[src/hdl/rsd_pkg.sv]
// shared types and constants for the run-length sprite decoder
`default_nettype none

package rsd_pkg;

  // queue between decoder front and output back
  localparam int QDEPTH = 4;

  localparam logic KIND_PIXEL = 1'b0;
  localparam logic KIND_DONE  = 1'b1;

  localparam logic [7:0] ALPHA_OPAQUE = 8'hFF;

  // configuration register indexes
  localparam logic [2:0] REG_START_X      = 3'd0;
  localparam logic [2:0] REG_START_Y      = 3'd1;
  localparam logic [2:0] REG_FRAME_WIDTH  = 3'd2;
  localparam logic [2:0] REG_FRAME_HEIGHT = 3'd3;
  localparam logic [2:0] REG_WIDE_OUTPUT  = 3'd4;

  localparam logic [7:0] CMD_NEWLINE_ALT = 8'h80;

  typedef struct packed {
    logic [11:0] start_x;
    logic [11:0] start_y;
    logic [12:0] frame_width;
    logic [12:0] frame_height;
    logic        wide_output;
  } cfg_t;

  // one queued result, coordinates travel beside it
  typedef struct packed {
    logic        kind;
    logic        run_last;
    logic [15:0] word;
  } rec_t;

endpackage

`default_nettype wire

[src/hdl/rsd_cfg.sv]
// configuration registers behind the apb-style port
`default_nettype none

module rsd_cfg (
  input  wire logic        clk,
  input  wire logic        rst,
  input  wire logic        psel,
  input  wire logic        penable,
  input  wire logic        pwrite,
  input  wire logic [4:0]  paddr,
  input  wire logic [31:0] pwdata,
  output logic [31:0]      prdata,
  output logic             pready,
  output rsd_pkg::cfg_t    cfg
);
  import rsd_pkg::*;

  logic       wr;
  logic [2:0] idx;

  assign pready = 1'b1;
  assign idx    = paddr[4:2];
  assign wr     = psel & penable & pwrite;

  always_ff @(posedge clk) begin
    if (rst) begin
      cfg.start_x      <= 12'd0;
      cfg.start_y      <= 12'd0;
      cfg.frame_width  <= 13'd4096;
      cfg.frame_height <= 13'd4096;
      cfg.wide_output  <= 1'b1;
    end else if (wr) begin
      case (idx)
        REG_START_X:      cfg.start_x      <= pwdata[11:0];
        REG_START_Y:      cfg.start_y      <= pwdata[11:0];
        REG_FRAME_WIDTH:  cfg.frame_width  <= pwdata[12:0];
        REG_FRAME_HEIGHT: cfg.frame_height <= pwdata[12:0];
        REG_WIDE_OUTPUT:  cfg.wide_output  <= pwdata[0];
        default: ;
      endcase
    end
  end

  always_comb begin
    case (idx)
      REG_START_X:      prdata = {20'd0, cfg.start_x};
      REG_START_Y:      prdata = {20'd0, cfg.start_y};
      REG_FRAME_WIDTH:  prdata = {19'd0, cfg.frame_width};
      REG_FRAME_HEIGHT: prdata = {19'd0, cfg.frame_height};
      REG_WIDE_OUTPUT:  prdata = {31'd0, cfg.wide_output};
      default:          prdata = 32'd0;
    endcase
  end

endmodule

`default_nettype wire

[src/hdl/rsd_front.sv]
// byte decoder: header, commands and pixel bytes into result records
`default_nettype none

module rsd_front #(
  parameter int COORD_BITS = 12,
  parameter int W          = 18 + 2 * COORD_BITS
) (
  input  wire logic          clk,
  input  wire logic          rst,
  input  wire rsd_pkg::cfg_t cfg,
  input  wire logic          in_valid,
  output logic               in_ready,
  input  wire logic [7:0]    stream_byte,
  input  wire logic          q_room,
  output logic               push0,
  output logic               push1,
  output logic [W-1:0]       data0,
  output logic [W-1:0]       data1
);
  import rsd_pkg::*;

  localparam logic [1:0] PH_HEADER = 2'd0;
  localparam logic [1:0] PH_CMD    = 2'd1;
  localparam logic [1:0] PH_LO     = 2'd2;
  localparam logic [1:0] PH_HI     = 2'd3;

  logic [1:0]            phase, phase_next;
  logic [3:0]            hcount, hcount_next;
  logic signed [32:0]    remaining, remaining_next;
  logic [COORD_BITS-1:0] column, column_next;
  logic [COORD_BITS-1:0] line_no, line_no_next;
  logic [6:0]            run_left, run_left_next;
  logic [7:0]            low_byte, low_byte_next;

  logic                  accept;
  logic                  is_run;
  logic [8:0]            cost;
  logic signed [32:0]    rem_dec;
  logic signed [32:0]    hdr_size;
  logic                  rem_le0, dec_le0, hdr_le0;
  logic [6:0]            rl_dec;
  rec_t                  pix_rec, done_rec;

  assign in_ready = q_room;
  assign accept   = in_valid & in_ready;

  assign is_run   = stream_byte[7] & (stream_byte[6:0] != 7'd0);
  assign cost     = is_run ? ({1'b0, stream_byte[6:0], 1'b0} + 9'd1) : 9'd1;
  assign rem_dec  = remaining - $signed({24'd0, cost});
  assign hdr_size = {remaining[31], remaining[31:0]};
  assign rem_le0  = remaining[32] | (remaining == 33'sd0);
  assign dec_le0  = rem_dec[32] | (rem_dec == 33'sd0);
  assign hdr_le0  = hdr_size[32] | (hdr_size == 33'sd0);
  assign rl_dec   = run_left - 7'd1;

  assign done_rec = '{kind: KIND_DONE, run_last: 1'b0, word: 16'd0};
  assign pix_rec  = '{kind: KIND_PIXEL, run_last: (rl_dec == 7'd0),
                      word: {stream_byte, low_byte}};

  always_comb begin
    phase_next     = phase;
    hcount_next    = hcount;
    remaining_next = remaining;
    column_next    = column;
    line_no_next   = line_no;
    run_left_next  = run_left;
    low_byte_next  = low_byte;
    push0          = 1'b0;
    push1          = 1'b0;
    data0          = {done_rec, {(2*COORD_BITS){1'b0}}};
    data1          = {done_rec, {(2*COORD_BITS){1'b0}}};
    if (accept) begin
      case (phase)
        PH_HEADER: begin
          if (hcount < 4'd4) begin
            remaining_next[{hcount[1:0], 3'b000} +: 8] = stream_byte;
          end
          if (hcount == 4'd15) begin
            hcount_next   = 4'd0;
            column_next   = COORD_BITS'(cfg.start_x);
            line_no_next  = COORD_BITS'(cfg.start_y);
            run_left_next = 7'd0;
            if (hdr_le0) begin
              push0          = 1'b1;
              remaining_next = 33'sd0;
            end else begin
              remaining_next = hdr_size;
              phase_next     = PH_CMD;
            end
          end else begin
            hcount_next = hcount + 4'd1;
          end
        end
        PH_CMD: begin
          if (is_run) begin
            run_left_next  = stream_byte[6:0];
            remaining_next = rem_dec;
            phase_next     = PH_LO;
          end else begin
            if (stream_byte[6:0] == 7'd0) begin
              // 0x00 or 0x80: new line
              line_no_next = line_no + COORD_BITS'(1);
              column_next  = COORD_BITS'(cfg.start_x);
            end else begin
              column_next = column + COORD_BITS'(stream_byte[6:0]);
            end
            if (dec_le0) begin
              push0          = 1'b1;
              phase_next     = PH_HEADER;
              hcount_next    = 4'd0;
              remaining_next = 33'sd0;
            end else begin
              remaining_next = rem_dec;
            end
          end
        end
        PH_LO: begin
          low_byte_next = stream_byte;
          phase_next    = PH_HI;
        end
        PH_HI: begin
          push0         = 1'b1;
          data0         = {pix_rec, column, line_no};
          run_left_next = rl_dec;
          column_next   = column + COORD_BITS'(1);
          if (rl_dec != 7'd0) begin
            phase_next = PH_LO;
          end else if (rem_le0) begin
            push1          = 1'b1;
            phase_next     = PH_HEADER;
            hcount_next    = 4'd0;
            remaining_next = 33'sd0;
          end else begin
            phase_next = PH_CMD;
          end
        end
        default: ;
      endcase
    end
  end

  always_ff @(posedge clk) begin
    if (rst) begin
      phase     <= PH_HEADER;
      hcount    <= 4'd0;
      remaining <= 33'sd0;
      column    <= '0;
      line_no   <= '0;
      run_left  <= 7'd0;
      low_byte  <= 8'd0;
    end else begin
      phase     <= phase_next;
      hcount    <= hcount_next;
      remaining <= remaining_next;
      column    <= column_next;
      line_no   <= line_no_next;
      run_left  <= run_left_next;
      low_byte  <= low_byte_next;
    end
  end

endmodule

`default_nettype wire

[src/hdl/rsd_queue.sv]
// small result queue, up to two pushes and one pop per cycle
`default_nettype none

module rsd_queue #(
  parameter int W = 42
) (
  input  wire logic         clk,
  input  wire logic         rst,
  input  wire logic         push0,
  input  wire logic         push1,
  input  wire logic [W-1:0] data0,
  input  wire logic [W-1:0] data1,
  output logic              room,
  output logic              q_valid,
  output logic [W-1:0]      q_data,
  input  wire logic         pop
);
  import rsd_pkg::*;

  localparam int PTR_W = $clog2(QDEPTH);
  localparam int CNT_W = $clog2(QDEPTH + 1);

  logic [W-1:0]     mem [QDEPTH];
  logic [PTR_W-1:0] wp, rp;
  logic [CNT_W-1:0] count;
  logic [CNT_W-1:0] n_push;
  logic             do_pop;

  assign q_valid = (count != '0);
  assign q_data  = mem[rp];
  assign do_pop  = pop & q_valid;
  assign room    = (count <= CNT_W'(QDEPTH - 2));
  assign n_push  = CNT_W'(push0) + CNT_W'(push1);

  always_ff @(posedge clk) begin
    if (push0) begin
      mem[wp] <= data0;
    end
    if (push1) begin
      mem[wp + PTR_W'(1)] <= data1;
    end
  end

  always_ff @(posedge clk) begin
    if (rst) begin
      wp    <= '0;
      rp    <= '0;
      count <= '0;
    end else begin
      wp    <= wp + PTR_W'(n_push);
      if (do_pop) begin
        rp <= rp + PTR_W'(1);
      end
      count <= count + n_push - CNT_W'(do_pop);
    end
  end

endmodule

`default_nettype wire

[src/hdl/rsd_back.sv]
// output stage: colour expansion, frame test and result register
`default_nettype none

module rsd_back #(
  parameter int COORD_BITS = 12,
  parameter int W          = 18 + 2 * COORD_BITS
) (
  input  wire logic          clk,
  input  wire logic          rst,
  input  wire rsd_pkg::cfg_t cfg,
  input  wire logic          q_valid,
  input  wire logic [W-1:0]  q_data,
  output logic               pop,
  output logic               out_valid,
  input  wire logic          out_ready,
  output logic               kind,
  output logic [11:0]        pix_x,
  output logic [11:0]        pix_y,
  output logic [31:0]        colour,
  output logic               outside,
  output logic               run_last
);
  import rsd_pkg::*;

  localparam int CMP_W = (COORD_BITS > 13) ? COORD_BITS : 13;

  rec_t                  rec;
  logic [COORD_BITS-1:0] x, y;
  logic [31:0]           col_c;
  logic                  out_c;

  assign rec = q_data[W-1 -: $bits(rec_t)];
  assign x   = q_data[2*COORD_BITS-1 -: COORD_BITS];
  assign y   = q_data[COORD_BITS-1:0];
  assign pop = q_valid & (~out_valid | out_ready);

  always_comb begin
    if (rec.kind == KIND_DONE) begin
      col_c = 32'd0;
    end else if (cfg.wide_output) begin
      col_c = {ALPHA_OPAQUE, rec.word[15:11], 3'b000, rec.word[10:5], 2'b00,
               rec.word[4:0], 3'b000};
    end else begin
      col_c = {16'd0, rec.word};
    end
    out_c = (rec.kind == KIND_PIXEL) &&
            ((CMP_W'(x) >= CMP_W'(cfg.frame_width)) ||
             (CMP_W'(y) >= CMP_W'(cfg.frame_height)));
  end

  always_ff @(posedge clk) begin
    if (rst) begin
      out_valid <= 1'b0;
    end else if (pop) begin
      out_valid <= 1'b1;
    end else if (out_ready) begin
      out_valid <= 1'b0;
    end
  end

  always_ff @(posedge clk) begin
    if (pop) begin
      kind     <= rec.kind;
      pix_x    <= 12'(x);
      pix_y    <= 12'(y);
      colour   <= col_c;
      outside  <= out_c;
      run_last <= rec.run_last;
    end
  end

endmodule

`default_nettype wire

[src/hdl/rle_rgb565_sprite_decoder_unit.sv]
// top level of the run-length rgb565 sprite layer decoder
//
//   channel  | handshake            | payload
//   ---------+----------------------+------------------------------------------
//   input    | in_valid / in_ready  | stream_byte
//   output   | out_valid/ out_ready | kind, pix_x, pix_y, colour, outside, run_last
//   config   | psel/penable/pready  | paddr, pwdata, prdata
//
// one byte per cycle; each byte is decoded in the cycle it is taken and its
// 0, 1 or 2 results enter a 4-entry queue. results leave through a registered
// output stage at one per cycle while out_ready allows.
// input stalls only when the queue cannot take two more results.
// reset is synchronous and puts the decoder back at the start of a header.
`default_nettype none

module rle_rgb565_sprite_decoder_unit #(
  parameter int COORD_BITS = 12
) (
  input  wire logic        clk,
  input  wire logic        rst,
  input  wire logic        in_valid,
  output logic             in_ready,
  input  wire logic [7:0]  stream_byte,
  output logic             out_valid,
  input  wire logic        out_ready,
  output logic             kind,
  output logic [11:0]      pix_x,
  output logic [11:0]      pix_y,
  output logic [31:0]      colour,
  output logic             outside,
  output logic             run_last,
  input  wire logic        psel,
  input  wire logic        penable,
  input  wire logic        pwrite,
  input  wire logic [4:0]  paddr,
  input  wire logic [31:0] pwdata,
  output logic [31:0]      prdata,
  output logic             pready
);
  import rsd_pkg::*;

  localparam int W = $bits(rec_t) + 2 * COORD_BITS;

  cfg_t         cfg;
  logic         q_room, push0, push1, q_valid, pop;
  logic [W-1:0] data0, data1, q_data;

  rsd_cfg u_cfg (
    .clk     (clk),
    .rst     (rst),
    .psel    (psel),
    .penable (penable),
    .pwrite  (pwrite),
    .paddr   (paddr),
    .pwdata  (pwdata),
    .prdata  (prdata),
    .pready  (pready),
    .cfg     (cfg)
  );

  rsd_front #(.COORD_BITS(COORD_BITS), .W(W)) u_front (
    .clk         (clk),
    .rst         (rst),
    .cfg         (cfg),
    .in_valid    (in_valid),
    .in_ready    (in_ready),
    .stream_byte (stream_byte),
    .q_room      (q_room),
    .push0       (push0),
    .push1       (push1),
    .data0       (data0),
    .data1       (data1)
  );

  rsd_queue #(.W(W)) u_queue (
    .clk     (clk),
    .rst     (rst),
    .push0   (push0),
    .push1   (push1),
    .data0   (data0),
    .data1   (data1),
    .room    (q_room),
    .q_valid (q_valid),
    .q_data  (q_data),
    .pop     (pop)
  );

  rsd_back #(.COORD_BITS(COORD_BITS), .W(W)) u_back (
    .clk       (clk),
    .rst       (rst),
    .cfg       (cfg),
    .q_valid   (q_valid),
    .q_data    (q_data),
    .pop       (pop),
    .out_valid (out_valid),
    .out_ready (out_ready),
    .kind      (kind),
    .pix_x     (pix_x),
    .pix_y     (pix_y),
    .colour    (colour),
    .outside   (outside),
    .run_last  (run_last)
  );

endmodule

`default_nettype wire

[config.mk]
export PLATFORM = sky130hd
export DESIGN_NAME = rle_rgb565_sprite_decoder_unit
export DESIGN_NICKNAME = d
export VERILOG_FILES = /design/src/hdl/rsd_pkg.sv /design/src/hdl/rsd_cfg.sv /design/src/hdl/rsd_front.sv /design/src/hdl/rsd_queue.sv /design/src/hdl/rsd_back.sv /design/src/hdl/rle_rgb565_sprite_decoder_unit.sv
export SDC_FILE = /design/constraint.sdc
export NUM_CORES = 1
export LEC_CHECK = 0
export CAP_MARGIN = 0
export CORE_ASPECT_RATIO = 0.9
export CORE_MARGIN = 2
export CORE_UTILIZATION = 40
export CTS_CLUSTER_SIZE = 8
export DETAILED_ROUTE_END_ITERATION = 10
export DONT_BUFFER_PORTS = 1
export PLACE_DENSITY = 0.52
export SYNTH_ARGS = -nofsm -noshare
export SYNTH_HDL_FRONTEND = slang
export SYNTH_HIERARCHICAL = 1
export SYNTH_SLANG_ARGS = --single-unit
export TNS_END_PERCENT = 5
[constraint.sdc]
create_clock -name clk -period 20.1 [get_ports clk]
set_input_delay 4.02 -clock clk [delete_from_list [all_inputs] [get_ports clk]]
set_output_delay 4.02 -clock clk [all_outputs]
set_load 0.02 [all_outputs]
# Yosys cells after proc, flatten, opt, wreduce, memory -nomap -nowiden
# Memories as Yosys holds them, arrays and structs flattened. A register that Yosys moved wholly into a read port is not among the register bits.
# Cells that the tools add are included.
[classes]
div_mod_pow = 0
muxes = 56
magnitude_cmp = 4
n_reduce_logical = 30
shift = 2
bitwise = 13
n_eq_ne = 19
add_sub_neg = 14
n_mul = 0
[op_table]
columns = ["op", "n"]
rows = [
  ["33-bit 2-to-1 mux", 7],
  ["33-bit zero test", 3],
  ["33-bit case mux with 3 select lines", 1],
  ["42-bit 2-to-1 mux", 2],
  ["12-bit 2-to-1 mux", 6],
  ["13-bit case mux with 5 select lines", 1],
  ["12-bit case mux with 3 select lines", 1],
  ["33-bit bitwise mux", 1],
  ["8-bit by 7-bit variable shift with 33-bit output, first input constant", 1],
  ["8-bit by 7-bit variable part select with 33-bit output", 1],
  ["33-bit by 10-bit subtractor with 33-bit output", 1],
  ["32-bit 2-to-1 mux", 1],
  ["12-bit by 13-bit greater-or-equal comparator with 1-bit output", 2],
  ["12-bit by 1-bit adder with 12-bit output, second input constant", 2],
  ["12-bit case mux with 2 select lines", 1],
  ["7-bit case mux with 3 select lines", 1],
  ["4-bit 2-to-1 mux", 5],
  ["1-bit 2-to-1 mux", 16],
  ["7-bit zero test", 2],
  ["2-bit 2-to-1 mux", 7],
  ["7-bit 2-to-1 mux", 2],
  ["7-bit nonzero test", 2],
  ["12-bit by 7-bit adder with 12-bit output", 1],
  ["4-bit case mux with 3 select lines", 1],
  ["38 further kinds", 70],
]
[totals]
romBits = 0
memories = 1
word_cells = 164
reg_bits = 196
ram_bits = 168
latch_bits = 0
in_bits = 52
[mem_list]
columns = ["memory", "depth", "word_bits", "rd", "rd_ports_with_merged_regs", "wr", "line", "source"]
rows = [
  ["u_queue.mem", 4, 42, 1, 1, 2, "rsd_queue.sv:23", "logic [W-1:0] mem [QDEPTH];"],
]

# Depth between registers and ports, before layout
[logic_depth]
depth_word = 13
depth_mapped = 23
mapped_depth_nobuf = 19

# Hierarchy
# The synthesis kept the hierarchy.
[by_module_without_submodules]
columns = ["module", "cells_per_inst", "area_each_um2", "instances"]
rows = [
  ["rsd_queue", 456, 8552.0, 1],
  ["rsd_front", 982, 6916.6, 1],
  ["rsd_cfg", 258, 2666.3, 1],
  ["rsd_back", 190, 2492.4, 1],
]

# Least setup slack after synthesis
# OpenSTA, ideal clock, no wires.
[synth_timing]
path_type = "input-to-reg"
from = "input stream_byte[7]"
to = "memory u_queue.mem[0][0], enable pin"
stages = 16
n_path_buf = 4
path_slack_ns = 9.406
arrival_ns = 10.195
setup_ns = 0.500
path_cell_list = "clkbuf_1 -> nand2_1 -> ha_1 -> clkbuf_1 -> nand2_1 -> a211oi_1 -> nor2_1 -> or3_1 -> o2bb2ai_1 -> nor4_4 -> o21ai_1 -> buf_2 -> buf_2 -> nor2_1 -> nand2b_1 -> o21ai_0"
[synth_lines]
columns = ["item", "line", "source"]
rows = [
  ["start: declaration", "rle_rgb565_sprite_decoder_unit.sv:23", "input wire logic [7:0] stream_byte,"],
  ["end: declaration", "rsd_queue.sv:23", ""],
]

# Final worst setup path
[layout_timing]
from = "input paddr[2]"
to = "output prdata[0]"
[layout_between]
elab_chain_cells = 2
[layout_rtl]
columns = ["item", "line", "source"]
rows = [
  ["start: declaration", "rle_rgb565_sprite_decoder_unit.sv:35", "input wire logic [4:0] paddr,"],
  ["3-bit equality test (tied with other cells)", "rsd_cfg.sv:45", "case (idx)"],
  ["13-bit case mux with 5 select lines (*)", "rsd_cfg.sv:45", ""],
  ["end: declaration", "rle_rgb565_sprite_decoder_unit.sv:37", "output logic [31:0] prdata,"],
]
# Mark *: on every way between the ends. The rest lies on a longest branch, timed or not.

==> qor.txt <==
status: complete, no violations
Post-synth top flop: edfxtp_1
final hold slack: 452.0 ps
RSZ-0062 raised after global routing: no
Placer Congestion: 0.8399
Mapped Avg Cell Area: 10.94 sq um
Placed Instances: 2456
Logic pwr share: 7.5%
P&R area growth vs syn: 7.861%
worst r2r dst: u_queue/count[2]
Crit. Startpoint: paddr[2]
period utilization: 43.81%
WS Path Type: input pin to primary output
Mapped Cells: 1886
Worst Hold Class: register to register
diode count: 0
share of layout cells above drive strength 1: 18.61%
top cell type's share of synthesized area: 31.59%
Clock Sinks: 356
Psw: 0.0004017 W
die width: 243.4 um
Slew Limit Fails: 0
clock latency at the later pin of the worst-skew pair: 590 ps
final hold vios: 0
Static Leak: 7.838 nW
power share of the clock group: 46.1%
core footprint: 50650 sq um
Synth cell types: 92
non-filler cells, final: 2528
r2r setup slk: 14710 ps
internal power: 0.001271 W
H-tree levels: 2
HP Start: u_front/low_byte[4]
nets: 1939
slew margin rel.: 29.32%
gr usage total: 21.81%
max cap viols: 0
Max Fclk: 113.6 MHz
TNS Setup: 0 ps
TritonCTS clock tree: done
Pwr Density: 75.19 nW/um^2
EDFF count, synth: 217
ys async rst share: 0%
Critical Path RT: 16080 ps
root buffer cell: clkbuf_16
Resized Gates After CTS: 0
# DRC: 0
Synthesis Warnings: 6
vias in the first global route: 14520
Final ANT Viol Nets: 0
worst vdd ir: 0.06511 mV
Vias/cell: 5.745
clock-pin slew on the worst setup and hold paths: 50 ps
total gr overflow: 0
largest net degree at the start of global routing: 136
Util after Layout: 43.93%
die area: 53400 sq um
Top Ports: 146
CTS hold repair buffers: 0
Worst path slowest cell: o22ai_1
global-route wire length before repair: 89240 um
port bufs: 0
1st-iter DRT viols: 1156
crit end category: primary output
delay of the slowest cell on the worst path: 480 ps
setup repair bufs after CTS: 0
Seq pwr share: 46.4%
synth top area cells: edfxtp_1, dfxtp_1, mux2_2, mux4_2, ha_1
clock buffer depth: 3
Setup crit start kind: input pin
# rows: 78
overall routed net length: 58770 um
antenna violations before repair: 0
reg2reg path depth: 19
switching share of total power: 24.01%
final setup fails: 0
Clock Skews: 27.86 ps
CTS Buf Count: 50
DP HPWL: 37110 um
Data arrival, critical path: 4790 ps
Initial Utilization: 40.72%
Setup crit end: prdata[0]
router iterations before antenna repair: 5
CP max FO: 20
Synth Register Bits: 356
worst slew pin tran: 1056 ps
Tmin final: 8807 ps
dominant cell type by area after synthesis: edfxtp_1
worst r2r src: u_front/remaining[0]
post-synthesis sequential area ratio: 45.08%
CP Cell Sequence: mux2_2 -> a22oi_1 -> o22ai_1
cell area after synthesis: 20630 sq um
routed len/inst: 23.25 um
routed vias: 14520
chip height: 219.4 um
==> synthesized netlist by cell type (all sizes together) (6+ instances only) <==
cell    count
a211oi     11
a21boi      6
a21o        8
a21oi      93
a221oi     12
a22oi      18
a31oi      16
a32oi       6
and2       19
and3       52
buf       116
clkbuf     77
dfxtp     139
edfxtp    217
ha         56
inv        59
mux2      174
mux2i      54
mux4       53
nand2     105
nand2b     54
nand3      36
nand3b      7
nand4      20
nor2      118
nor2b      50
nor3       25
nor3b       7
nor4       21
o21a        9
o21ai     104
o22ai      11
o31a        6
o31ai       7
or2         7
or3        15
xnor2      13
xor2       10
==> layout make-up <==
cell class / count / area (sq um)
clock buffer: 69 / 1343
clock inverter: 3 / 33.78
fill: 4737 / 28400
inverter: 60 / 225.2
multi-input combinational: 1337 / 10320
sequential: 356 / 9304
tap: 680 / 850.8
timing repair buffer: 23 / 172.7
==> through the flow <==
step | area [sq um] | power, W | worst slack [ps]
after floorplan | 20850 | 0.0008985 | 9406
after global placement | 20870 | 0.0009110 | 11080
after detailed placement | 20870 | 0.0009118 | 11060
after CTS | 22250 | 0.001689 | 11300
after global routing | 22250 | 0.001730 | 11290
final | 22250 | 0.001673 | 11290
==> critical path, delay by kind of cell <==
| family | cells | cell delay [ps] |
|---|---|---|
| compound gates | 2 | 540 |
| mux | 1 | 220 |
==> power groups by stage <==
| stage | Sequential (W) | Combinational [W] | Clock, W |
|---|---|---|---|
| floorplan | 0.000789 | 0.000110 | 0 |
| global placement | 0.000791 | 0.000120 | 0 |
| detailed placement | 0.000791 | 0.000121 | 0 |
| CTS | 0.000777 | 0.000122 | 0.000791 |
| global route | 0.000777 | 0.000136 | 0.000817 |
| finish | 0.000777 | 0.000125 | 0.000771 |
==> cell usage in the layout (no fill, tap or decap), types with 6 or more instances in the layout <==
cell type / instances
o21ai_0: 94
mux2_2: 171
nand3b_1: 6
o21a_1: 9
or3_1: 15
o21ai_1: 6
a22oi_1: 18
and2_1: 19
nand3_1: 34
and3_1: 51
o31ai_1: 7
nor2b_1: 49
a32oi_1: 6
nor4_1: 17
nand4_1: 20
mux2i_1: 54
mux4_2: 53
inv_1: 59
o31a_1: 6
buf_4: 23
o22ai_1: 10
a21oi_1: 93
edfxtp_1: 217
a21o_1: 8
xnor2_1: 13
clkbuf_1: 17
xor2_1: 10
nor2_1: 115
nand2_1: 105
dfxtp_1: 137
a31oi_1: 15
a221oi_1: 9
conb_1: 65
nand2b_1: 54
clkbuf_16: 50
ha_1: 56
a211oi_1: 11
nor3_1: 24
==> sequential cells by signal, indices dropped and copies added (netlist names), named ones only <==
register           cells
u_cfg/cfg             51
u_back/colour         22
u_back/out_valid       1
u_front/low_byte       8
u_front/run_left       7
u_back/kind            1
u_back/outside         1
u_back/pix_x          12
u_front/hcount         4
u_back/pix_y          12
u_queue/wp             2
u_front/phase          2
u_queue/rp             2
u_back/run_last        1
u_front/remaining     32
u_front/column        12
u_front/line_no       12
u_queue/mem          168
u_queue/count          3
==> metal layers <==
layer  wire (um)  track usage, %  vias up
met5           0               0        -
met3        2820           3.106       97
li1            -               -     6786
met2       27580           35.94      405
met4        1528           6.953        0
met1       26840           29.69     7235
==> kinds of logic (layout without fill, tap and decap cells) <==
group                    count (synthesis)  count (layout)  share of synthesized area, %
AND/OR/NAND/NOR                        548             548                         14.47
other                                    5              65                       0.09100
AO/OA/AOI/OAI                          359             359                         11.13
flip-flops                             356             356                         45.08
adder cells (fa/ha/maj)                 59              59                         3.688
XOR/XNOR                                25              25                         1.201
multiplexers                           281             281                         17.91
buffers and inverters                  253             155                         6.430
==> worst min path at each step <==
stage          depth (start not counted)  slack [ps]                  end
6_report                               2         450  u_front/low_byte[4]
3_3_place_gp                           2         440  u_front/low_byte[1]
4_1_cts                                2         450  u_front/low_byte[4]
5_1_grt                                2         480  u_front/low_byte[2]
3_5_place_dp                           2         440  u_front/low_byte[4]
2_1_floorplan                          2         430  u_front/low_byte[0]
Note: power is estimated with default switching activity, not from simulation.
